**src/hdl/sfd_pkg.sv**
```systemverilog
// shared types and constants of the serial frame decoder
package sfd_pkg;

  localparam logic [7:0] START_BYTE = 8'hFE;
  localparam int unsigned FIFO_DEPTH = 2;

  typedef enum logic [6:0] {
    PH_HUNT    = 7'b0000001,
    PH_FUNC_HI = 7'b0000010,
    PH_FUNC_LO = 7'b0000100,
    PH_LEN_HI  = 7'b0001000,
    PH_LEN_LO  = 7'b0010000,
    PH_PAYLOAD = 7'b0100000,
    PH_CHECK   = 7'b1000000
  } phase_e;

  typedef enum logic [2:0] {
    B_IDLE = 3'b001,
    B_READ = 3'b010,
    B_LOAD = 3'b100
  } back_state_e;

  typedef struct packed {
    logic [15:0] function_code;
    logic [6:0]  length;
    logic        bank;
  } desc_t;

  typedef struct packed {
    logic       en;
    logic       bank;
    logic [5:0] addr;
    logic [7:0] data;
  } wr_port_t;

  typedef struct packed {
    logic en;
    logic bank;
  } free_t;

endpackage

```
**src/hdl/sfd_if.sv**
```systemverilog
// valid/ready channel interfaces for received bytes and decoded results
interface sfd_byte_if;
  logic       valid;
  logic       ready;
  logic [7:0] rx_byte;

  modport source (output valid, output rx_byte, input ready);
  modport sink (input valid, input rx_byte, output ready);
endinterface

interface sfd_result_if;
  logic        valid;
  logic        ready;
  logic [15:0] function_code;
  logic [6:0]  payload_length;
  logic [5:0]  byte_index;
  logic [7:0]  payload_byte;
  logic        last;

  modport source (
    output valid, output function_code, output payload_length,
    output byte_index, output payload_byte, output last, input ready
  );
  modport sink (
    input valid, input function_code, input payload_length,
    input byte_index, input payload_byte, input last, output ready
  );
endinterface

```
**src/hdl/serial_frame_decoder_xor_check.sv**
```systemverilog
// top level of the serial frame decoder with xor checksum
//
// rx_i carries one received byte per transaction. The parser hunts for the
// start byte 0xFE, takes a 16-bit function code and a 16-bit length (msb
// first), stores up to MAX_PAYLOAD payload bytes and checks one xor byte.
// Lengths above MAX_PAYLOAD send it back to hunting; bad frames vanish.
// res_o carries one transaction per payload byte of a good frame, or one
// for an empty payload, the final one flagged by last.
// Input: one byte per cycle. The payload store has two banks, so the
// replay of one frame overlaps the reception of the next; rx_i.ready drops
// only in the payload or checksum phase while the target bank still holds
// a frame that is queued or being replayed.
// After the checksum byte is taken, the descriptor passes the queue, the
// idle state, the registered store read and the output register load;
// an empty payload skips the store read. Each result needs a registered
// store read followed by the output register load, one result at a time.
// A stalled receiver holds the output register; the replay waits and the
// parser keeps going until it needs a busy bank.
// Reset clears the parser to hunting, the queue and the replay engine; the
// store contents are not cleared.
module serial_frame_decoder_xor_check #(
  parameter int unsigned MAX_PAYLOAD = 64
) (
  input  logic         clk_i,
  input  logic         rst_ni,
  sfd_byte_if.sink     rx_i,
  sfd_result_if.source res_o
);
  import sfd_pkg::*;

  wr_port_t wr;
  desc_t    push_desc, head;
  free_t    free;
  logic     push, pop, empty;

  sfd_front #(.MAX_PAYLOAD(MAX_PAYLOAD)) u_front (
    .clk_i       (clk_i),
    .rst_ni      (rst_ni),
    .rx_i        (rx_i),
    .wr_o        (wr),
    .push_o      (push),
    .push_desc_o (push_desc),
    .free_i      (free)
  );

  sfd_desc_fifo u_fifo (
    .clk_i       (clk_i),
    .rst_ni      (rst_ni),
    .push_i      (push),
    .push_desc_i (push_desc),
    .pop_i       (pop),
    .head_o      (head),
    .empty_o     (empty)
  );

  sfd_back #(.MAX_PAYLOAD(MAX_PAYLOAD)) u_back (
    .clk_i   (clk_i),
    .rst_ni  (rst_ni),
    .wr_i    (wr),
    .head_i  (head),
    .empty_i (empty),
    .pop_o   (pop),
    .free_o  (free),
    .res_o   (res_o)
  );

endmodule

```
**src/hdl/sfd_front.sv**
```systemverilog
// frame parser: start byte hunt, header capture, payload store writes, checksum
module sfd_front #(
  parameter int unsigned MAX_PAYLOAD = 64
) (
  input  logic             clk_i,
  input  logic             rst_ni,
  sfd_byte_if.sink         rx_i,
  output sfd_pkg::wr_port_t wr_o,
  output logic             push_o,
  output sfd_pkg::desc_t   push_desc_o,
  input  sfd_pkg::free_t   free_i
);
  import sfd_pkg::*;

  phase_e      phase_q, phase_d;
  logic [15:0] func_q, func_d;
  logic [7:0]  len_hi_q, len_hi_d;
  logic [6:0]  len_q, len_d;
  logic [5:0]  idx_q, idx_d;
  logic [7:0]  xor_q, xor_d;
  logic        bank_q, bank_d;
  logic [1:0]  busy_q, busy_d;
  logic [1:0]  set_mask, free_mask;
  logic [15:0] len_full;
  logic        accept;
  logic [7:0]  b;

  assign b        = rx_i.rx_byte;
  assign accept   = rx_i.valid && rx_i.ready;
  assign len_full = {len_hi_q, b};

  always_comb begin
    if (phase_q == PH_PAYLOAD || phase_q == PH_CHECK) begin
      rx_i.ready = !busy_q[bank_q];
    end else begin
      rx_i.ready = 1'b1;
    end
  end

  always_comb begin
    phase_d     = phase_q;
    func_d      = func_q;
    len_hi_d    = len_hi_q;
    len_d       = len_q;
    idx_d       = idx_q;
    xor_d       = xor_q;
    bank_d      = bank_q;
    set_mask    = 2'b00;
    push_o      = 1'b0;
    wr_o.en     = 1'b0;
    wr_o.bank   = bank_q;
    wr_o.addr   = idx_q;
    wr_o.data   = b;
    if (accept) begin
      unique case (phase_q)
        PH_HUNT: begin
          if (b == START_BYTE) begin
            xor_d   = START_BYTE;
            phase_d = PH_FUNC_HI;
          end
        end
        PH_FUNC_HI: begin
          func_d  = {b, 8'h00};
          xor_d   = xor_q ^ b;
          phase_d = PH_FUNC_LO;
        end
        PH_FUNC_LO: begin
          func_d  = {func_q[15:8], b};
          xor_d   = xor_q ^ b;
          phase_d = PH_LEN_HI;
        end
        PH_LEN_HI: begin
          len_hi_d = b;
          xor_d    = xor_q ^ b;
          phase_d  = PH_LEN_LO;
        end
        PH_LEN_LO: begin
          xor_d = xor_q ^ b;
          idx_d = 6'd0;
          len_d = len_full[6:0];
          if (len_full > 16'(MAX_PAYLOAD)) begin
            phase_d = PH_HUNT;
          end else if (len_full == 16'd0) begin
            phase_d = PH_CHECK;
          end else begin
            phase_d = PH_PAYLOAD;
          end
        end
        PH_PAYLOAD: begin
          wr_o.en = 1'b1;
          xor_d   = xor_q ^ b;
          if ({1'b0, idx_q} + 7'd1 == len_q) begin
            idx_d   = 6'd0;
            phase_d = PH_CHECK;
          end else begin
            idx_d = idx_q + 6'd1;
          end
        end
        PH_CHECK: begin
          if (b == xor_q) begin
            push_o   = 1'b1;
            set_mask = bank_q ? 2'b10 : 2'b01;
            bank_d   = ~bank_q;
          end
          phase_d = PH_HUNT;
        end
        default: begin
          phase_d = PH_HUNT;
        end
      endcase
    end
  end

  always_comb begin
    free_mask = 2'b00;
    if (free_i.en) begin
      free_mask = free_i.bank ? 2'b10 : 2'b01;
    end
    busy_d = (busy_q & ~free_mask) | set_mask;
  end

  assign push_desc_o.function_code = func_q;
  assign push_desc_o.length        = len_q;
  assign push_desc_o.bank          = bank_q;

  always_ff @(posedge clk_i or negedge rst_ni) begin
    if (!rst_ni) begin
      phase_q  <= PH_HUNT;
      func_q   <= 16'd0;
      len_hi_q <= 8'd0;
      len_q    <= 7'd0;
      idx_q    <= 6'd0;
      xor_q    <= 8'd0;
      bank_q   <= 1'b0;
      busy_q   <= 2'b00;
    end else begin
      phase_q  <= phase_d;
      func_q   <= func_d;
      len_hi_q <= len_hi_d;
      len_q    <= len_d;
      idx_q    <= idx_d;
      xor_q    <= xor_d;
      bank_q   <= bank_d;
      busy_q   <= busy_d;
    end
  end

  a_stall_only_on_store: assert property (@(posedge clk_i) disable iff (!rst_ni)
    !rx_i.ready |-> (phase_q == PH_PAYLOAD || phase_q == PH_CHECK))
    else $error("front stalled outside payload or check phase");

  a_claim_free_bank: assert property (@(posedge clk_i) disable iff (!rst_ni)
    wr_o.en |-> !busy_q[bank_q])
    else $error("payload written into a bank still being replayed");

endmodule

```
**src/hdl/sfd_desc_fifo.sv**
```systemverilog
// two-entry queue of validated frame descriptors between parser and replay
module sfd_desc_fifo (
  input  logic           clk_i,
  input  logic           rst_ni,
  input  logic           push_i,
  input  sfd_pkg::desc_t push_desc_i,
  input  logic           pop_i,
  output sfd_pkg::desc_t head_o,
  output logic           empty_o
);
  import sfd_pkg::*;

  desc_t      slot_q [FIFO_DEPTH];
  logic       wr_q, rd_q;
  logic [1:0] cnt_q;

  assign head_o  = slot_q[rd_q];
  assign empty_o = (cnt_q == 2'd0);

  always_ff @(posedge clk_i) begin
    if (push_i) begin
      slot_q[wr_q] <= push_desc_i;
    end
  end

  always_ff @(posedge clk_i or negedge rst_ni) begin
    if (!rst_ni) begin
      wr_q  <= 1'b0;
      rd_q  <= 1'b0;
      cnt_q <= 2'd0;
    end else begin
      if (push_i) begin
        wr_q <= ~wr_q;
      end
      if (pop_i) begin
        rd_q <= ~rd_q;
      end
      cnt_q <= cnt_q + 2'(push_i) - 2'(pop_i);
    end
  end

  a_no_overflow: assert property (@(posedge clk_i) disable iff (!rst_ni)
    push_i |-> cnt_q != 2'(FIFO_DEPTH))
    else $error("descriptor queue overflow");

  a_no_underflow: assert property (@(posedge clk_i) disable iff (!rst_ni)
    pop_i |-> !empty_o)
    else $error("descriptor queue underflow");

endmodule

```
**src/hdl/sfd_back.sv**
```systemverilog
// replay engine: double-banked payload store and result output register
module sfd_back #(
  parameter int unsigned MAX_PAYLOAD = 64
) (
  input  logic              clk_i,
  input  logic              rst_ni,
  input  sfd_pkg::wr_port_t wr_i,
  input  sfd_pkg::desc_t    head_i,
  input  logic              empty_i,
  output logic              pop_o,
  output sfd_pkg::free_t    free_o,
  sfd_result_if.source      res_o
);
  import sfd_pkg::*;

  localparam int unsigned DEPTH  = 2 * MAX_PAYLOAD;
  localparam int unsigned ADDR_W = $clog2(DEPTH);

  logic [7:0]  mem [DEPTH];
  logic [7:0]  rd_q;
  back_state_e st_q, st_d;
  desc_t       act_q;
  logic [5:0]  idx_q, idx_d;
  logic        ov_q, ov_d;
  logic [15:0] ofunc_q;
  logic [6:0]  olen_q;
  logic [5:0]  oidx_q;
  logic [7:0]  obyte_q;
  logic        olast_q;
  logic        load, is_empty, is_last;

  function automatic logic [ADDR_W-1:0] addr_of(input logic bank, input logic [5:0] idx);
    return bank ? ADDR_W'(32'(MAX_PAYLOAD) + 32'(idx)) : ADDR_W'(idx);
  endfunction

  always_ff @(posedge clk_i) begin
    if (wr_i.en) begin
      mem[addr_of(wr_i.bank, wr_i.addr)] <= wr_i.data;
    end
    if (st_q == B_READ) begin
      rd_q <= mem[addr_of(act_q.bank, idx_q)];
    end
  end

  assign is_empty    = (act_q.length == 7'd0);
  assign is_last     = is_empty || ({1'b0, idx_q} + 7'd1 == act_q.length);
  assign load        = (st_q == B_LOAD) && (!ov_q || res_o.ready);
  assign pop_o       = (st_q == B_IDLE) && !empty_i;
  assign free_o.en   = load && is_last;
  assign free_o.bank = act_q.bank;

  always_comb begin
    st_d  = st_q;
    idx_d = idx_q;
    unique case (st_q)
      B_IDLE: begin
        if (!empty_i) begin
          idx_d = 6'd0;
          st_d  = (head_i.length == 7'd0) ? B_LOAD : B_READ;
        end
      end
      B_READ: begin
        st_d = B_LOAD;
      end
      B_LOAD: begin
        if (load) begin
          if (is_last) begin
            st_d = B_IDLE;
          end else begin
            idx_d = idx_q + 6'd1;
            st_d  = B_READ;
          end
        end
      end
      default: begin
        st_d = B_IDLE;
      end
    endcase
  end

  always_comb begin
    ov_d = ov_q;
    if (load) begin
      ov_d = 1'b1;
    end else if (res_o.ready) begin
      ov_d = 1'b0;
    end
  end

  always_ff @(posedge clk_i or negedge rst_ni) begin
    if (!rst_ni) begin
      st_q  <= B_IDLE;
      idx_q <= 6'd0;
      ov_q  <= 1'b0;
    end else begin
      st_q  <= st_d;
      idx_q <= idx_d;
      ov_q  <= ov_d;
    end
  end

  always_ff @(posedge clk_i) begin
    if (pop_o) begin
      act_q <= head_i;
    end
    if (load) begin
      ofunc_q <= act_q.function_code;
      olen_q  <= act_q.length;
      oidx_q  <= is_empty ? 6'd0 : idx_q;
      obyte_q <= is_empty ? 8'd0 : rd_q;
      olast_q <= is_last;
    end
  end

  assign res_o.valid          = ov_q;
  assign res_o.function_code  = ofunc_q;
  assign res_o.payload_length = olen_q;
  assign res_o.byte_index     = oidx_q;
  assign res_o.payload_byte   = obyte_q;
  assign res_o.last           = olast_q;

  a_load_shows_result: assert property (@(posedge clk_i) disable iff (!rst_ni)
    load |=> res_o.valid)
    else $error("loaded result not presented");

  a_empty_frame_shape: assert property (@(posedge clk_i) disable iff (!rst_ni)
    (res_o.valid && res_o.payload_length == 7'd0) |->
      (res_o.last && res_o.byte_index == 6'd0 && res_o.payload_byte == 8'd0))
    else $error("malformed empty-frame result");

endmodule

```
**src/flat_wrapper.sv**
```systemverilog
// flat-port wrapper written by rule: the top's interface ports become plain ports
module serial_frame_decoder_xor_check_flat import sfd_pkg::*;
#(
  parameter int unsigned MAX_PAYLOAD = 64
)
  (clk_i, rst_ni, rx_i_valid, rx_i_rx_byte, rx_i_ready, res_o_valid, res_o_function_code, res_o_payload_length, res_o_byte_index, res_o_payload_byte, res_o_last, res_o_ready);
  sfd_byte_if rx_i_i ();
  sfd_result_if res_o_i ();
  input  logic clk_i;
  input  logic rst_ni;
  input wire logic [$bits(rx_i_i.valid)-1:0] rx_i_valid;
  input wire logic [$bits(rx_i_i.rx_byte)-1:0] rx_i_rx_byte;
  output wire logic [$bits(rx_i_i.ready)-1:0] rx_i_ready;
  output wire logic [$bits(res_o_i.valid)-1:0] res_o_valid;
  output wire logic [$bits(res_o_i.function_code)-1:0] res_o_function_code;
  output wire logic [$bits(res_o_i.payload_length)-1:0] res_o_payload_length;
  output wire logic [$bits(res_o_i.byte_index)-1:0] res_o_byte_index;
  output wire logic [$bits(res_o_i.payload_byte)-1:0] res_o_payload_byte;
  output wire logic [$bits(res_o_i.last)-1:0] res_o_last;
  input wire logic [$bits(res_o_i.ready)-1:0] res_o_ready;
  assign rx_i_i.valid = rx_i_valid;
  assign rx_i_i.rx_byte = rx_i_rx_byte;
  assign rx_i_ready = rx_i_i.ready;
  assign res_o_valid = res_o_i.valid;
  assign res_o_function_code = res_o_i.function_code;
  assign res_o_payload_length = res_o_i.payload_length;
  assign res_o_byte_index = res_o_i.byte_index;
  assign res_o_payload_byte = res_o_i.payload_byte;
  assign res_o_last = res_o_i.last;
  assign res_o_i.ready = res_o_ready;
  serial_frame_decoder_xor_check #(.MAX_PAYLOAD(MAX_PAYLOAD)) u_core (.clk_i(clk_i), .rst_ni(rst_ni), .rx_i(rx_i_i), .res_o(res_o_i));
endmodule
```
**config.mk**
```make
export PLATFORM = sky130hd
export DESIGN_NAME = serial_frame_decoder_xor_check_flat
export DESIGN_NICKNAME = d
export VERILOG_FILES = /design/src/hdl/sfd_pkg.sv /design/src/hdl/sfd_if.sv /design/src/hdl/serial_frame_decoder_xor_check.sv /design/src/hdl/sfd_front.sv /design/src/hdl/sfd_desc_fifo.sv /design/src/hdl/sfd_back.sv /design/src/flat_wrapper.sv
export SDC_FILE = /design/constraint.sdc
export NUM_CORES = 1
export LEC_CHECK = 0
export BUFFER_PORTS_ARGS = -buffer_cell sky130_fd_sc_hd__buf_2
export CORE_ASPECT_RATIO = 0.75
export CORE_MARGIN = 2
export CORE_UTILIZATION = 50
export CTS_BUF_LIST = sky130_fd_sc_hd__clkbuf_4
export CTS_CLUSTER_DIAMETER = 50
export CTS_CLUSTER_SIZE = 24
export DETAILED_ROUTE_END_ITERATION = 6
export PLACE_DENSITY = 0.68
export SLEW_MARGIN = 20
export SYNTH_ARGS = -nofsm -noshare
export SYNTH_HDL_FRONTEND = slang
export SYNTH_SLANG_ARGS = --single-unit
```
**constraint.sdc**
```tcl
create_clock -name clk_i -period 2.55 [get_ports clk_i]
set_input_delay 0.1275 -clock clk_i [delete_from_list [all_inputs] [get_ports clk_i]]
set_output_delay 0.1275 -clock clk_i [all_outputs]
set_load 0.005 [all_outputs]
```
# After elaboration in Yosys (flattened, before gate mapping)
# Memory sizes are Yosys's and may differ from the RTL's. A register that Yosys moved wholly into a read port is not among the register bits.
# Index checks and enable logic that the tools add are counted.
# Widths: inputs -> output; s select.
dict set report totals {
  ff_bits 131
  latchBits 0
  ramBits 1072
  mem_bits_ro 0
  inputBits 12
  output_inout_bits 40
  elab_cells 133
  mem_count 2
}
# memory depth word_bits read_ports rd_clocked_by_memory_dff write_ports line_no
set mem_list {}
lappend mem_list {u_core.u_back.mem 128 8 1 1 1 sfd_back.sv:19} ;# logic [7:0] mem [DEPTH];
lappend mem_list {u_core.u_fifo.slot_q 2 24 1 0 1 sfd_desc_fifo.sv:13} ;# desc_t slot_q [FIFO_DEPTH];
dict set report op_classes {
  add_sub_neg 8
  n_mul 0
  div 0
  magnitude_cmp 2
  n_eq_ne 19
  n_shift 0
  n_mux 41
  bitwise_logic 8
  reduce_logical 30
}
# operator n
set op_table {}
lappend op_table {{$mux 7} 6}
lappend op_table {{$pmux 7 s6} 1}
lappend op_table {{$pmux 16 s2} 1}
lappend op_table {{$mux 6} 4}
lappend op_table {{$pmux 6 s2} 2}
lappend op_table {{$gt 16x7->1 const B} 1}
lappend op_table {{$logic_not 16->1} 1}
lappend op_table {{$pmux 8 s2} 1}
lappend op_table {{$add 6x1->7 const B} 2}
lappend op_table {{$add 7x6->7 const A} 2}
lappend op_table {{$eq 7x7->1} 2}
lappend op_table {{$logic_not 7->1} 2}
lappend op_table {{$mux 1} 14}
lappend op_table {{$mux 2} 7}
lappend op_table {{$add 6x1->6 const B} 2}
lappend op_table {{$reduce_and 3->1} 4}
lappend op_table {{$reduce_and 2->1} 5}
lappend op_table {{$reduce_bool 2->1} 5}
lappend op_table {{$mux 3} 3}
lappend op_table {{$pmux 3 s3} 1}
lappend op_table {{$eq 8x8->1} 1}
lappend op_table {{$eq 8x8->1 const B} 1}
lappend op_table {{$mux 8} 1}
lappend op_table {{$ne 2x2->1 const B} 4}
lappend op_table {{25 further kinds} 35}

# Depth between registers and ports, before layout
# Gate-level depths: netlist of run 1.
dict set report logic_depth {
  ltp_word 8
  depth_mapped 10
}

# By module
# Synthesis of run 1 repeated with hierarchy kept, for this count alone.
dict set report unflattened {
  cells_unflattened 2493
  area_unflattened_um2 47510.6
}
# module n_inst cells_each area_per_inst_um2
set modules_own_cells {}
lappend modules_own_cells {sfd_back 1 2118 42615.9}
lappend modules_own_cells {sfd_front 1 286 2870.3}
lappend modules_own_cells {sfd_desc_fifo 1 89 2024.4}

# Worst setup path before layout of run 1
# Ideal clock, no wire load.
dict set report synth_path {
  path_kind {register -> register}
  start {register u_core.u_front.bank_q}
  end {memory u_core.u_fifo.slot_q[0][0] (netlist name) (enable)}
  arrival_ns 2.379
  required_ns 2.145
  path_slack_ns -0.234
  path_stages_with_launch 6
  cell_sequence {dfrtp_1 -> buf_2 -> mux2_4 -> a41oi_2 -> nand3_1 -> nor2_1}
}
dict set report synth_via {
  elab_chain_len 8
}
# item line_no
set synth_rtl {}
lappend synth_rtl {{from (decl)} sfd_front.sv:21} ;# logic bank_q, bank_d;
lappend synth_rtl {{from (signal assigned)} sfd_front.sv:143} ;# bank_q <= bank_d;
lappend synth_rtl {{$mux 1 (implied by the code) (2 in series)} sfd_front.sv:34} ;# rx_i.ready = !busy_q[bank_q];
lappend synth_rtl {{$logic_not 1->1} sfd_front.sv:34}
lappend synth_rtl {{$mux 1} sfd_front.sv:33} ;# if (phase_q == PH_PAYLOAD || phase_q == PH_CHECK) begin
lappend synth_rtl {{$logic_and 1x1->1} sfd_front.sv:29} ;# assign accept = rx_i.valid && rx_i.ready;
lappend synth_rtl {{$mux 1} sfd_front.sv:54} ;# if (accept) begin
lappend synth_rtl {{$mux 1} sfd_desc_fifo.sv:21} ;# if (push_i) begin
lappend synth_rtl {{$mux 1 (implied by the code)} sfd_desc_fifo.sv:22} ;# slot_q[wr_q] <= push_desc_i;
lappend synth_rtl {{to (decl)} sfd_desc_fifo.sv:13}
# No other way between the ends. The select of a mux whose other input is x is not followed.

# Worst setup path after layout of run 1
dict set report layout_path {
  start {register u_core.u_back.idx_q[0]}
  end {register u_core.u_back.rd_q[1], read port of u_core.u_back.mem, data pin}
}
dict set report layout_via {
  elab_chain_len 2
}
# item line_no
set layout_rtl {}
lappend layout_rtl {{from (decl)} sfd_back.sv:23} ;# logic [5:0] idx_q, idx_d;
lappend layout_rtl {{from (signal assigned)} sfd_back.sv:97} ;# idx_q <= idx_d;
lappend layout_rtl {{$add 7x6->7} sfd_back.sv:33} ;# return bank ? ADDR_W'(32'(MAX_PAYLOAD) + 32'(idx)) : ADDR_W'(idx);
lappend layout_rtl {{$mux 7 (*)} sfd_back.sv:33}
lappend layout_rtl {{to (decl)} sfd_back.sv:20} ;# logic [7:0] rd_q;
# Every way passes the cells marked *; elsewhere a longest branch is shown, timed or not.
# A chain may end at the register's enable or synchronous reset.

==> results.py, run 1 <==
metrics = {
    "setup_path": {
        "setup.worst_path.start_class": "flop",
        "cp_data_arrival_time_ns": 3.46,
        "timing.critical_path.to_type": "flop",
        "timing.critical_path.fanout_max": 7,
        "required_ns": 3.32,
        "reg2reg_depth": 8,
        "worst-r2r-setup-slack_ns": -0.14,
        "worst_r2r_startpoint": "u_core.u_back.idx_q[0]",
        "setup.worst_path.class": "reg -> reg",
        "worst_r2r_endpoint": "u_core.u_back.rd_q[1]",
    },
    "sta": {
        "drv_slew": 0,
        "tightestPinTransition_ns": 0.979,
        "final_period_minus_worst_setup_slack_ns": 2.69,
        "setup_repair_after_global_routing_missed_its_margin": "yes",
        "worst_slack_ns": -0.139,
        "final.period_utilization_pct": 105,
        "worst_slew_margin_rel_pct": 34.7,
        "achievable-frequency_mhz": 372,
        "setup_viol_count_final": 12,
        "finalHoldViolations": 0,
        "worst_clock_skew_ns": 0.0526,
        "setup_tns_ns": -1.18,
    },
    "detailed_routing": {
        "drtAntennaViolNets": 0,
        "detail_route.first_pass.iterations": 5,
        "route.vias.total": 24400,
        "route.detailed.drc": 0,
        "post_drt_wl_per_cell_um": 28.7,
        "totalWireLength_mm": 113,
        "vias_per_cell": 6.20,
        "first_iter_violations": 3311,
    },
    "placed_design": {
        "numPlacedInstances": 3760,
        "port_buffers": 51,
        "globalplace.congestion": 0.858,
        "placement.cell_area_um2": 51100,
        "dp_hpwl_mm": 70.3,
    },
    "synthesis": {
        "post_synth_cell_types": 61,
        "yosysTopAreaCellShare_pct": 73.5,
        "postSynth.topFlopCell": "sky130_fd_sc_hd__edfxtp_1",
        "synthesis.nets": 2294,
        "synthesis.area_per_instance_um2": 20.5,
        "synth_seq_area_share_pct": 77.2,
        "yosysWarnings": 0,
        "netlist.top_cell.by_area": "sky130_fd_sc_hd__edfxtp_1",
        "synth_enable_flop_cells": 1142,
        "synthCells": 2278,
        "asyncSetResetFlopFracSynth_pct": 5.70,
        "netlist_top_cells_area": "sky130_fd_sc_hd__edfxtp_1, sky130_fd_sc_hd__mux4_2, sky130_fd_sc_hd__dfrtp_1, sky130_fd_sc_hd__o22ai_1, sky130_fd_sc_hd__nor2_1",
        "ffs_latches_synth": 1211,
        "post_synth_instance_area_um2": 46700,
    },
    "finish": {
        "postLayoutCellArea_um2": 53900,
        "fraction_of_final_layout_cells_sized_beyond_drive_strength_1_pct": 35.5,
        "register_area_um2": 36000,
        "post_route_insts_no_fill": 3940,
        "num-fill-cells": 6582,
        "nets": 2673,
        "multi_input_comb_area_um2": 10700,
        "area_delta_synth_final_pct": 15.5,
    },
    "clock_tree": {
        "insertion_delay_ns": 0.99,
        "root_buffer": "sky130_fd_sc_hd__clkbuf_4",
        "tritoncts_clock_tree": "done",
        "htree_num_levels": 3,
        "num_clock_sinks": 1211,
        "max-clock-path-buffers": 3,
        "cts_inserted_buffers": 77,
        "cts.clk_slew.worst_paths_ns": 0.22,
    },
    "floorplanning": {
        "design.portCount": 52,
        "fp.dieH_um": 269,
        "initial_cell_density_of_the_core_pct": 50.7,
        "coreArea_um2": 92000,
        "fp-row-count": 96,
        "die_w_um": 357,
        "design.die.area_um2": 95800,
    },
    "run_status": {
        "run_status": "complete, but fails checks",
        "violations": "negative setup slack",
    },
    "global_routing": {
        "grt_ovf": 0,
        "grt_first_pass_wirelength_mm": 165,
        "grt_antenna_before_repair": 4,
        "groute.usage.overall_pct": 23.8,
        "first_global_vias": 24100,
        "grt_start_max_net_pins": 134,
    },
    "power_and_ir_drop": {
        "vdd.ir_drop.worst_mv": 0.580,
        "pwr-share-seq_pct": 58.3,
        "p_comb_share_pct": 18.7,
        "switching_power_w": 0.0108,
        "power_density_nw_per_um2": 740,
        "switching_share_pct": 27.0,
        "p_leak_nw": 17.2,
        "p_clk_share_pct": 23.0,
        "cell_internal_pwr_w": 0.0291,
    },
    "run": {
        "timing.max_cap.violations": 0,
    },
    "min_path": {
        "hp-start": "rx_i_rx_byte[5]",
        "holdPathStages": 4,
        "hold_worst_path_end": "u_core.u_front.xor_q[5]",
        "min-delay-path-class": "in -> reg",
    },
}
## per-stage QoR
stage,hold slack (ns),total power (W),worst slack [ns],utilization (%)
finish,0.107,0.0399,-0.139,58.6
CTS,0.0119,0.0398,-0.118,58.1
global placement,0.323,0.0301,-0.525,55.5
floorplan,-0.168,0.0277,-0.0554,-
detailed placement,0.341,0.0303,-0.523,55.5
global route,0.0884,0.0412,-0.195,58.5
## synth_stat cells, drive strengths merged (2+ instances only)
cell type,instances
buf,78
dfstp,2
nor4,40
nor3b,8
mux2,43
ha,4
xnor2,20
a21o,6
and2,18
mux4,264
nand2,48
edfxtp,1142
nand2b,5
and3,5
a211oi,2
mux2i,2
xor2,10
o211ai,4
o21ai,51
or3,6
clkbuf,51
o211a,2
o31ai,3
nor2,150
nand4,6
dfrtp,67
inv,24
nand3b,4
o22ai,131
nand3,26
a22o,9
a21oi,8
nor3,16
nor2b,5
or2,4
## flip-flops by register name, summed over array words and instances, names as in the netlist, 2 cells and up
signal and cells:
u_core.u_back.st_q 3, u_core.u_back.res_o.payload_byte 8, u_core.u_front.func_q 16, u_core.u_front.phase_q 7, u_core.u_fifo.cnt_q 2, u_core.u_front.xor_q 8
u_core.u_front.len_hi_q 8, u_core.u_front.busy_q 2, u_core.u_front.len_q 7, u_core.u_back.res_o.byte_index 6, u_core.u_back.res_o.function_code 16, u_core.u_back.idx_q 6
u_core.u_back.rd_q 8, u_core.u_back.res_o.payload_length 7, u_core.u_back.act_q 23, u_core.u_back.mem 1024, u_core.u_front.idx_q 6, u_core.u_fifo.slot_q 48
## critical path, stage by stage, from the launching register on
cell and delay (ns):
sky130_fd_sc_hd__dfrtp_4 0.53, sky130_fd_sc_hd__buf_12 0.16, sky130_fd_sc_hd__buf_16 0.18, sky130_fd_sc_hd__buf_16 0.15
sky130_fd_sc_hd__buf_8 0.13, sky130_fd_sc_hd__mux4_2 0.51, sky130_fd_sc_hd__o22ai_2 0.23, sky130_fd_sc_hd__nor4_4 0.10
sky130_fd_sc_hd__mux4_2 0.47
## layout by cell type, fill, tap and decap left out, drive strengths merged, types with 5 or more instances in the layout
cell,count
dfrtp,67
o21ai,51
a21oi,8
xnor2,20
a22o,9
and3,5
clkinvlp,6
nor2,150
or3,6
and2,18
nor4,40
nand4,6
nor2b,5
mux4,264
nor3,16
a21o,7
edfxtp,1142
mux2,43
nand2b,5
nand3,26
buf,400
clkbuf,89
nor3b,8
xor2,10
inv,41
nand2,48
clkinv,20
bufinv,8
dlygate4sd3,23
o22ai,131
## metal layers
layer | vias to the layer above | share of wire [%] | track usage [%]
met3 | 144 | 9.7 | 4.32
met5 | - | 0 | 0
met1 | 12900 | 42 | 36.4
li1 | 10100 | - | -
met2 | 1279 | 46 | 36.0
met4 | 0 | 2.2 | 5.46
## how the worst max path moves through the flow
| stage | slack [ns] | start | endpoint |
|---|---|---|---|
| finish | -0.14 | u_core.u_back.idx_q[0] | u_core.u_back.rd_q[1] |
| global route | -0.19 | u_core.u_back.idx_q[0] | u_core.u_back.rd_q[2] |
| CTS | -0.12 | u_core.u_back.idx_q[0] | u_core.u_back.rd_q[5] |
| detailed placement | -0.52 | u_core.u_back.idx_q[1] | u_core.u_back.rd_q[7] |
| global placement | -0.52 | u_core.u_back.idx_q[1] | u_core.u_back.rd_q[2] |
| floorplan | -0.06 | u_core.u_front.phase_q[0] | u_core.u_back.mem[108][0] |
## repair_timing
item	CTS	global route
endpoints found under the hold margin	1079	0
pin swaps	3	6
gates cloned	5	5
buffers inserted	7	2
resized for setup	98	50
hold buffers	24	0
endpoints found under the setup margin	37	175
## cell type report
| class | count | area share [%] |
|---|---|---|
| Sequential cell | 1211 | 66.9 |
| Multi-Input combinational cell | 915 | 19.8 |
| Timing Repair Buffer | 428 | 7.76 |
| Tap cell | 1225 | 2.85 |
| Clock inverter | 51 | 1.37 |
| Clock buffer | 84 | 1.17 |
| Inverter | 24 | 0.167 |
| Antenna cell | 2 | 0.00929 |
## power groups by stage
stage	combinational, W	clock [W]	sequential (W)
6_report	0.00747	0.00916	0.0232
5_1_grt	0.00792	0.00996	0.0233
4_1_cts	0.00722	0.00935	0.0232
3_5_place_dp	0.00666	0	0.0237
3_3_place_gp	0.00647	0	0.0236
2_1_floorplan	0.00433	0	0.0233
## logic make-up (layout without fill, tap and decap cells)
group           count (synthesis)  count (layout)  synth area share, %
flops                        1211            1211                 77.2
mux                           309             309                 13.8
simple gates                  342             342                 3.60
other cells                     0               2                    0
fa+ha+maj                       4               4                0.107
compound gates                228             229                 3.09
xor+xnor                       31              31                0.611
buf+inv                       153             587                 1.56
Power figures use the tool's default switching activity.
==> run 2: changes to the inputs <==
--- a/config.mk
+++ b/config.mk
@@ -13,7 +13,7 @@
 export CTS_CLUSTER_DIAMETER = 50
 export CTS_CLUSTER_SIZE = 24
 export DETAILED_ROUTE_END_ITERATION = 6
-export PLACE_DENSITY = 0.68
+export PLACE_DENSITY = 0.65
 export SLEW_MARGIN = 20
 export SYNTH_ARGS = -nofsm -noshare
 export SYNTH_HDL_FRONTEND = slang
==> constraint.sdc (replaced) <==
create_clock -name clk_i -period 3.05 [get_ports clk_i]
set_input_delay 0.1525 -clock clk_i [delete_from_list [all_inputs] [get_ports clk_i]]
set_output_delay 0.1525 -clock clk_i [all_outputs]
set_load 0.005 [all_outputs]
==> run 2 against run 1 <==
The flow still finishes with violations (negative setup slack). Register-to-register slack improved by 0.14 ns. Clock power is 18% lower. Count of clock-buffer cells in the layout is 3 higher. Routed wire length down 4.3%. Via count is 4.3% lower. Cell count decreased by 3.2%. Global-route usage is 0.84 points lower.
==> results.py, run 2 (synthesized netlist as in run 1, its figures left out) <==
metrics = {
    "run_status": {
        "run_status": "complete, but fails checks",
        "violations": "negative setup slack",
    },
    "sta": {
        "final.period_utilization_pct": 100,
        "final_period_minus_worst_setup_slack_ns": 3.05,
        "setup_repair_after_global_routing_missed_its_margin": "no",
        "drv_slew": 0,
        "setup_viol_count_final": 1,
        "worst_slack_ns": -0.000540,
        "worst_clock_skew_ns": 0.0574,
        "setup_tns_ns": -0.000540,
        "achievable-frequency_mhz": 328,
        "worst_slew_margin_rel_pct": 25.4,
        "tightestPinTransition_ns": 1.12,
        "finalHoldViolations": 0,
    },
    "clock_tree": {
        "htree_num_levels": 3,
        "max-clock-path-buffers": 3,
        "num_clock_sinks": 1211,
        "insertion_delay_ns": 0.98,
        "cts.clk_slew.worst_paths_ns": 0.21,
        "root_buffer": "sky130_fd_sc_hd__clkbuf_4",
        "cts_inserted_buffers": 77,
        "tritoncts_clock_tree": "done",
    },
    "setup_path": {
        "required_ns": 3.89,
        "timing.critical_path.to_type": "flop",
        "cp_slowest_stage_delay_ns": 0.93,
        "critPathTopFamily": "simple AND/OR/NAND/NOR gates",
        "cp_data_arrival_time_ns": 3.89,
        "worstPathBufferInverterCount": 2,
        "crit_path_max_delay_cell_type": "sky130_fd_sc_hd__nor4_1",
        "timing.critical_path.cells": "nor2_1 > nand2_1 > buf_4 > o22ai_1 > nor4_1 > buf_4 > mux4_2",
        "crit_top_cell": "sky130_fd_sc_hd__buf_4",
        "setup.worst_path.start_class": "flop",
        "timing.critical_path.depth": 7,
        "setup.worst_path.class": "reg -> reg",
        "worst-r2r-setup-slack_ns": -0.0005,
        "timing.critical_path.fanout_max": 15,
        "reg2reg_depth": 7,
    },
    "finish": {
        "largest_reg_flops": 1024,
        "layout_top_registers": "u_core.u_back.mem (1024), u_core.u_fifo.slot_q (48), u_core.u_back.act_q (23)",
        "area_delta_synth_final_pct": 10.2,
        "leading_cell_types_in_the_layout_fill_and_taps_excluded": "sky130_fd_sc_hd__edfxtp_1, sky130_fd_sc_hd__mux4_2, sky130_fd_sc_hd__buf_4",
        "nets": 2547,
        "final_common_cell": "sky130_fd_sc_hd__edfxtp_1",
        "fraction_of_final_layout_cells_sized_beyond_drive_strength_1_pct": 29.1,
        "layout.core_utilization_pct": 55.9,
        "reg_with_most_ffs": "u_core.u_back.mem",
    },
    "detailed_routing": {
        "post_drt_wl_per_cell_um": 28.4,
        "detail_route.first_pass.iterations": 6,
        "first_iter_violations": 2694,
        "vias_per_cell": 6.13,
        "totalWireLength_mm": 108,
        "route.detailed.drc": 0,
        "drtAntennaViolNets": 0,
        "route.vias.total": 23400,
    },
    "floorplanning": {
        "coreArea_um2": 92000,
        "die_w_um": 357,
        "initial_cell_density_of_the_core_pct": 50.7,
        "fp-row-count": 96,
        "design.portCount": 52,
        "design.die.area_um2": 95800,
        "fp.dieH_um": 269,
    },
    "placed_design": {
        "globalplace.congestion": 0.823,
        "dp_hpwl_mm": 67.0,
        "port_buffers": 51,
    },
    "power_and_ir_drop": {
        "pwr-share-seq_pct": 60.6,
        "power_density_nw_per_um2": 624,
        "p_comb_share_pct": 16.0,
        "switching_share_pct": 27.0,
        "total_power_of_the_final_layout_w": 0.0321,
        "p_leak_nw": 16.1,
        "switching_power_w": 0.00865,
        "cell_internal_pwr_w": 0.0234,
        "p_clk_share_pct": 23.4,
        "vdd.ir_drop.worst_mv": 0.368,
    },
    "global_routing": {
        "grt_first_pass_wirelength_mm": 158,
        "groute.usage.overall_pct": 22.9,
        "grt_start_max_net_pins": 137,
        "first_global_vias": 23100,
        "grt_antenna_before_repair": 6,
        "grt_ovf": 0,
    },
    "min_path": {
        "min-delay-path-class": "in -> reg",
        "holdPathStages": 3,
    },
    "run": {
        "timing.max_cap.violations": 0,
    },
}
## run 2: final timing paths
path,startpoint,end
max,u_core.u_back.idx_q[2],u_core.u_back.rd_q[5]
min,rx_i_rx_byte[1],u_core.u_front.len_hi_q[1]
max reg2reg,u_core.u_back.idx_q[2],u_core.u_back.rd_q[5]
min reg2reg,u_core.u_back.act_q[16],u_core.u_back.res_o.function_code[8]
max in group asynchronous,rst_ni,u_core.u_back.idx_q[0]
min in group asynchronous,rst_ni,u_core.u_back.st_q[0]
## run 2: layout make-up
class | count | area [µm²]
Timing Repair Buffer | 303 | 2510
Clock inverter | 49 | 663
Sequential cell | 1211 | 36000
Clock buffer | 87 | 653
Inverter | 24 | 90.1
Fill cell | 6889 | 40600
Tap cell | 1225 | 1530
Antenna cell | 2 | 5.00
Multi-Input combinational cell | 914 | 9940
## run 2: timing repair
| action | 4_1_cts | 5_1_grt |
|---|---|---|
| hold buffers | 15 | 0 |
| buffers inserted | 0 | 0 |
| setup endpoints to repair | 0 | 2 |
| hold endpoints to repair | 922 | 0 |
| resized for setup | 0 | 2 |
## run 2: tightest hold or removal path: stages
cell                            delay, ns
sky130_fd_sc_hd__dlygate4sd3_1       0.53
sky130_fd_sc_hd__buf_4               0.18
sky130_fd_sc_hd__mux2_2              0.16
## run 2: routing by layer
layer	wire length [µm]	share of wire, %	track usage (%)
met5	166	0.15	1.25
met4	2400	2.2	5.70
met3	10300	9.5	5.33
met2	49500	46	34.3
met1	45900	42	34.4
## run 2: per-stage QoR
stage / std cells / setup WS (ns) / hold WS, ns / cell area [µm²]
final: 3815 / -0.000540 / 0.0610 / 51400
after global routing: 3815 / 0.00749 / 0.00460 / 51400
after CTS: 3813 / 0.0848 / 0.00587 / 51400
after detailed placement: 3662 / 0.0509 / 0.362 / 49900
after global placement: 3662 / 0.0995 / 0.344 / 49900
after floorplan: 2278 / 0.266 / -0.143 / 46700
## run 2: power groups by stage
stage	clock network (W)	registers [W]	logic (W)
final	0.00749	0.0194	0.00515
after global routing	0.00821	0.0195	0.00555
after CTS	0.00765	0.0194	0.00519
after detailed placement	0	0.0198	0.00515
after global placement	0	0.0198	0.00504
after floorplan	0	0.0195	0.00361
==> run 3: changes to the inputs <==
--- a/config.mk
+++ b/config.mk
@@ -13,7 +13,7 @@
 export CTS_CLUSTER_DIAMETER = 50
 export CTS_CLUSTER_SIZE = 24
 export DETAILED_ROUTE_END_ITERATION = 6
-export PLACE_DENSITY = 0.65
+export PLACE_DENSITY_LB_ADDON = 0.05
 export SLEW_MARGIN = 20
 export SYNTH_ARGS = -nofsm -noshare
 export SYNTH_HDL_FRONTEND = slang
==> run 3 against run 2 <==
The run now ends clean. Non-clock buffer count rose by 46. Cell area rose by 2.1%. Power rose by 6.6%. Maximum frequency rose by 4.6%. Sequential power barely moved. Hold slack improved by 0.051 ns. Die area did not move. Register-to-register slack improved by 0.13 ns. First-iteration DRC count rose by 9.0%. Largest power group unchanged.
==> results.py, run 3 (synthesized netlist as in run 1, its figures left out) <==
metrics = {
    "finish": {
        "largest_reg_flops": 1024,
        "leading_cell_types_in_the_layout_fill_and_taps_excluded": "sky130_fd_sc_hd__edfxtp_1, sky130_fd_sc_hd__mux4_2, sky130_fd_sc_hd__buf_4",
        "postLayoutCellArea_um2": 52500,
        "area_delta_synth_final_pct": 12.6,
        "fraction_of_final_layout_cells_sized_beyond_drive_strength_1_pct": 31.6,
        "layout_top_registers": "u_core.u_back.mem (1024), u_core.u_fifo.slot_q (48), u_core.u_back.act_q (23)",
        "layout.core_utilization_pct": 57.1,
        "final_common_cell": "sky130_fd_sc_hd__edfxtp_1",
        "nets": 2611,
        "reg_with_most_ffs": "u_core.u_back.mem",
    },
    "clock_tree": {
        "post_cts_buffers": 0,
        "cts.clk_slew.worst_paths_ns": 0.17,
        "max-clock-path-buffers": 3,
        "tritoncts_clock_tree": "done",
        "num_clock_sinks": 1211,
        "htree_num_levels": 3,
        "cts_inserted_buffers": 95,
        "insertion_delay_ns": 1.01,
        "root_buffer": "sky130_fd_sc_hd__clkbuf_4",
    },
    "setup_path": {
        "crit_top_cell": "sky130_fd_sc_hd__buf_4",
        "reg2reg_depth": 7,
        "timing.critical_path.depth": 7,
        "timing.critical_path.to_type": "flop",
        "required_ns": 3.77,
        "crit_path_max_delay_cell_type": "sky130_fd_sc_hd__or4_4",
        "timing.critical_path.cells": "or3_4 > or4_4 > nor2_4 > nand3_4 > buf_4 > nor2_1 > buf_4",
        "critPathTopFamily": "simple AND/OR/NAND/NOR gates",
        "setup.worst_path.class": "reg -> reg",
        "cp_data_arrival_time_ns": 3.63,
        "timing.critical_path.fanout_max": 14,
        "cp_slowest_stage_delay_ns": 0.53,
        "setup.worst_path.start_class": "flop",
        "worstPathBufferInverterCount": 2,
    },
    "run_status": {
        "run_status": "finished, final reports clean",
    },
    "detailed_routing": {
        "first_iter_violations": 2936,
        "vias_per_cell": 6.09,
        "totalWireLength_mm": 116,
        "detail_route.first_pass.iterations": 5,
        "route.vias.total": 23800,
        "route.detailed.drc": 0,
        "drtAntennaViolNets": 0,
        "post_drt_wl_per_cell_um": 29.6,
    },
    "global_routing": {
        "first_global_vias": 23600,
        "grt_ovf": 0,
        "grt_start_max_net_pins": 111,
        "grt_first_pass_wirelength_mm": 168,
        "groute.usage.overall_pct": 24.6,
        "grt_antenna_before_repair": 8,
    },
    "sta": {
        "setup_viol_count_final": 0,
        "final.period_utilization_pct": 95.6,
        "setup_repair_after_global_routing_missed_its_margin": "no",
        "worst_clock_skew_ns": 0.0686,
        "worst_slew_margin_rel_pct": 24.2,
        "hold-worst-slack_ns": 0.112,
        "finalHoldViolations": 0,
        "tightestPinTransition_ns": 1.14,
        "final_period_minus_worst_setup_slack_ns": 2.92,
        "achievable-frequency_mhz": 343,
        "drv_slew": 0,
    },
    "floorplanning": {
        "fp-row-count": 96,
        "design.die.area_um2": 95800,
        "die_w_um": 357,
        "fp.dieH_um": 269,
        "initial_cell_density_of_the_core_pct": 50.7,
        "design.portCount": 52,
        "coreArea_um2": 92000,
    },
    "power_and_ir_drop": {
        "pwr-share-seq_pct": 56.8,
        "power_density_nw_per_um2": 651,
        "cell_internal_pwr_w": 0.0248,
        "switching_power_w": 0.00944,
        "total_power_of_the_final_layout_w": 0.0342,
        "vdd.ir_drop.worst_mv": 0.477,
        "switching_share_pct": 27.6,
        "p_leak_nw": 16.7,
        "p_clk_share_pct": 27.6,
        "p_comb_share_pct": 15.6,
    },
    "placed_design": {
        "port_buffers": 51,
        "placement.cell_area_um2": 50300,
        "globalplace.congestion": 0.853,
        "dp_hpwl_mm": 73.1,
    },
    "min_path": {
        "holdPathStages": 2,
        "min-delay-path-class": "in -> reg",
    },
    "run": {
        "timing.max_cap.violations": 0,
    },
}
## run 3: power groups by stage
stage / logic [W] / clock network [W] / registers [W]
floorplan: 0.00361 / 0 / 0.0195
global placement: 0.00524 / 0 / 0.0198
detailed placement: 0.00534 / 0 / 0.0198
CTS: 0.00539 / 0.00963 / 0.0194
global route: 0.00575 / 0.0102 / 0.0195
finish: 0.00533 / 0.00945 / 0.0194
## run 3: path summary, 6_finish.rpt
kind	startpoint	end	slack (ns)
min reg2reg	u_core.u_back.act_q[12]	u_core.u_back.res_o.function_code[4]	0.43
max reg2reg	u_core.u_front.phase_q[2]	u_core.u_back.mem[76][3]	0.13
min in group asynchronous	rst_ni	u_core.u_back.st_q[0]	0.23
max in group asynchronous	rst_ni	u_core.u_front.len_hi_q[4]	2.35
max	u_core.u_front.phase_q[2]	u_core.u_back.mem[76][3]	0.13
min	rx_i_rx_byte[3]	u_core.u_back.mem[120][3]	0.11
## run 3: repair_timing
item | CTS | global route
endpoints found under the hold margin | 692 | 0
setup endpoints to repair | 0 | 5
resized for setup | 0 | 5
hold buffers | 18 | 0
## run 3: routing by layer
metal / GRT usage, % / share of wire [%] / routed length [µm]
met5: 0 / 0 / 0
met4: 5.27 / 1.8 / 2110
met3: 4.06 / 7.4 / 8590
met2: 36.0 / 45 / 51600
met1: 39.1 / 46 / 53400
## run 3: cell type report
| type | count | area (µm²) |
|---|---|---|
| multi-input combinational | 914 | 9930 |
| tap | 1225 | 1530 |
| clock buffer | 104 | 781 |
| fill | 6905 | 39500 |
| sequential | 1211 | 36000 |
| inverter | 24 | 90.1 |
| timing repair buffer | 349 | 2960 |
| clock inverter | 76 | 1180 |
| antenna | 5 | 12.5 |
## run 3: stage by stage
| stage | setup WS [ns] | setup TNS, ns | cells |
|---|---|---|---|
| 5_1_grt | 0.0509 | 0 | 3908 |
| 3_3_place_gp | -0.0417 | -0.0417 | 3705 |
| 2_1_floorplan | 0.266 | 0 | 2278 |
| 6_report | 0.134 | 0 | 3908 |
| 4_1_cts | 0.0810 | 0 | 3903 |
| 3_5_place_dp | 0.108 | 0 | 3705 |
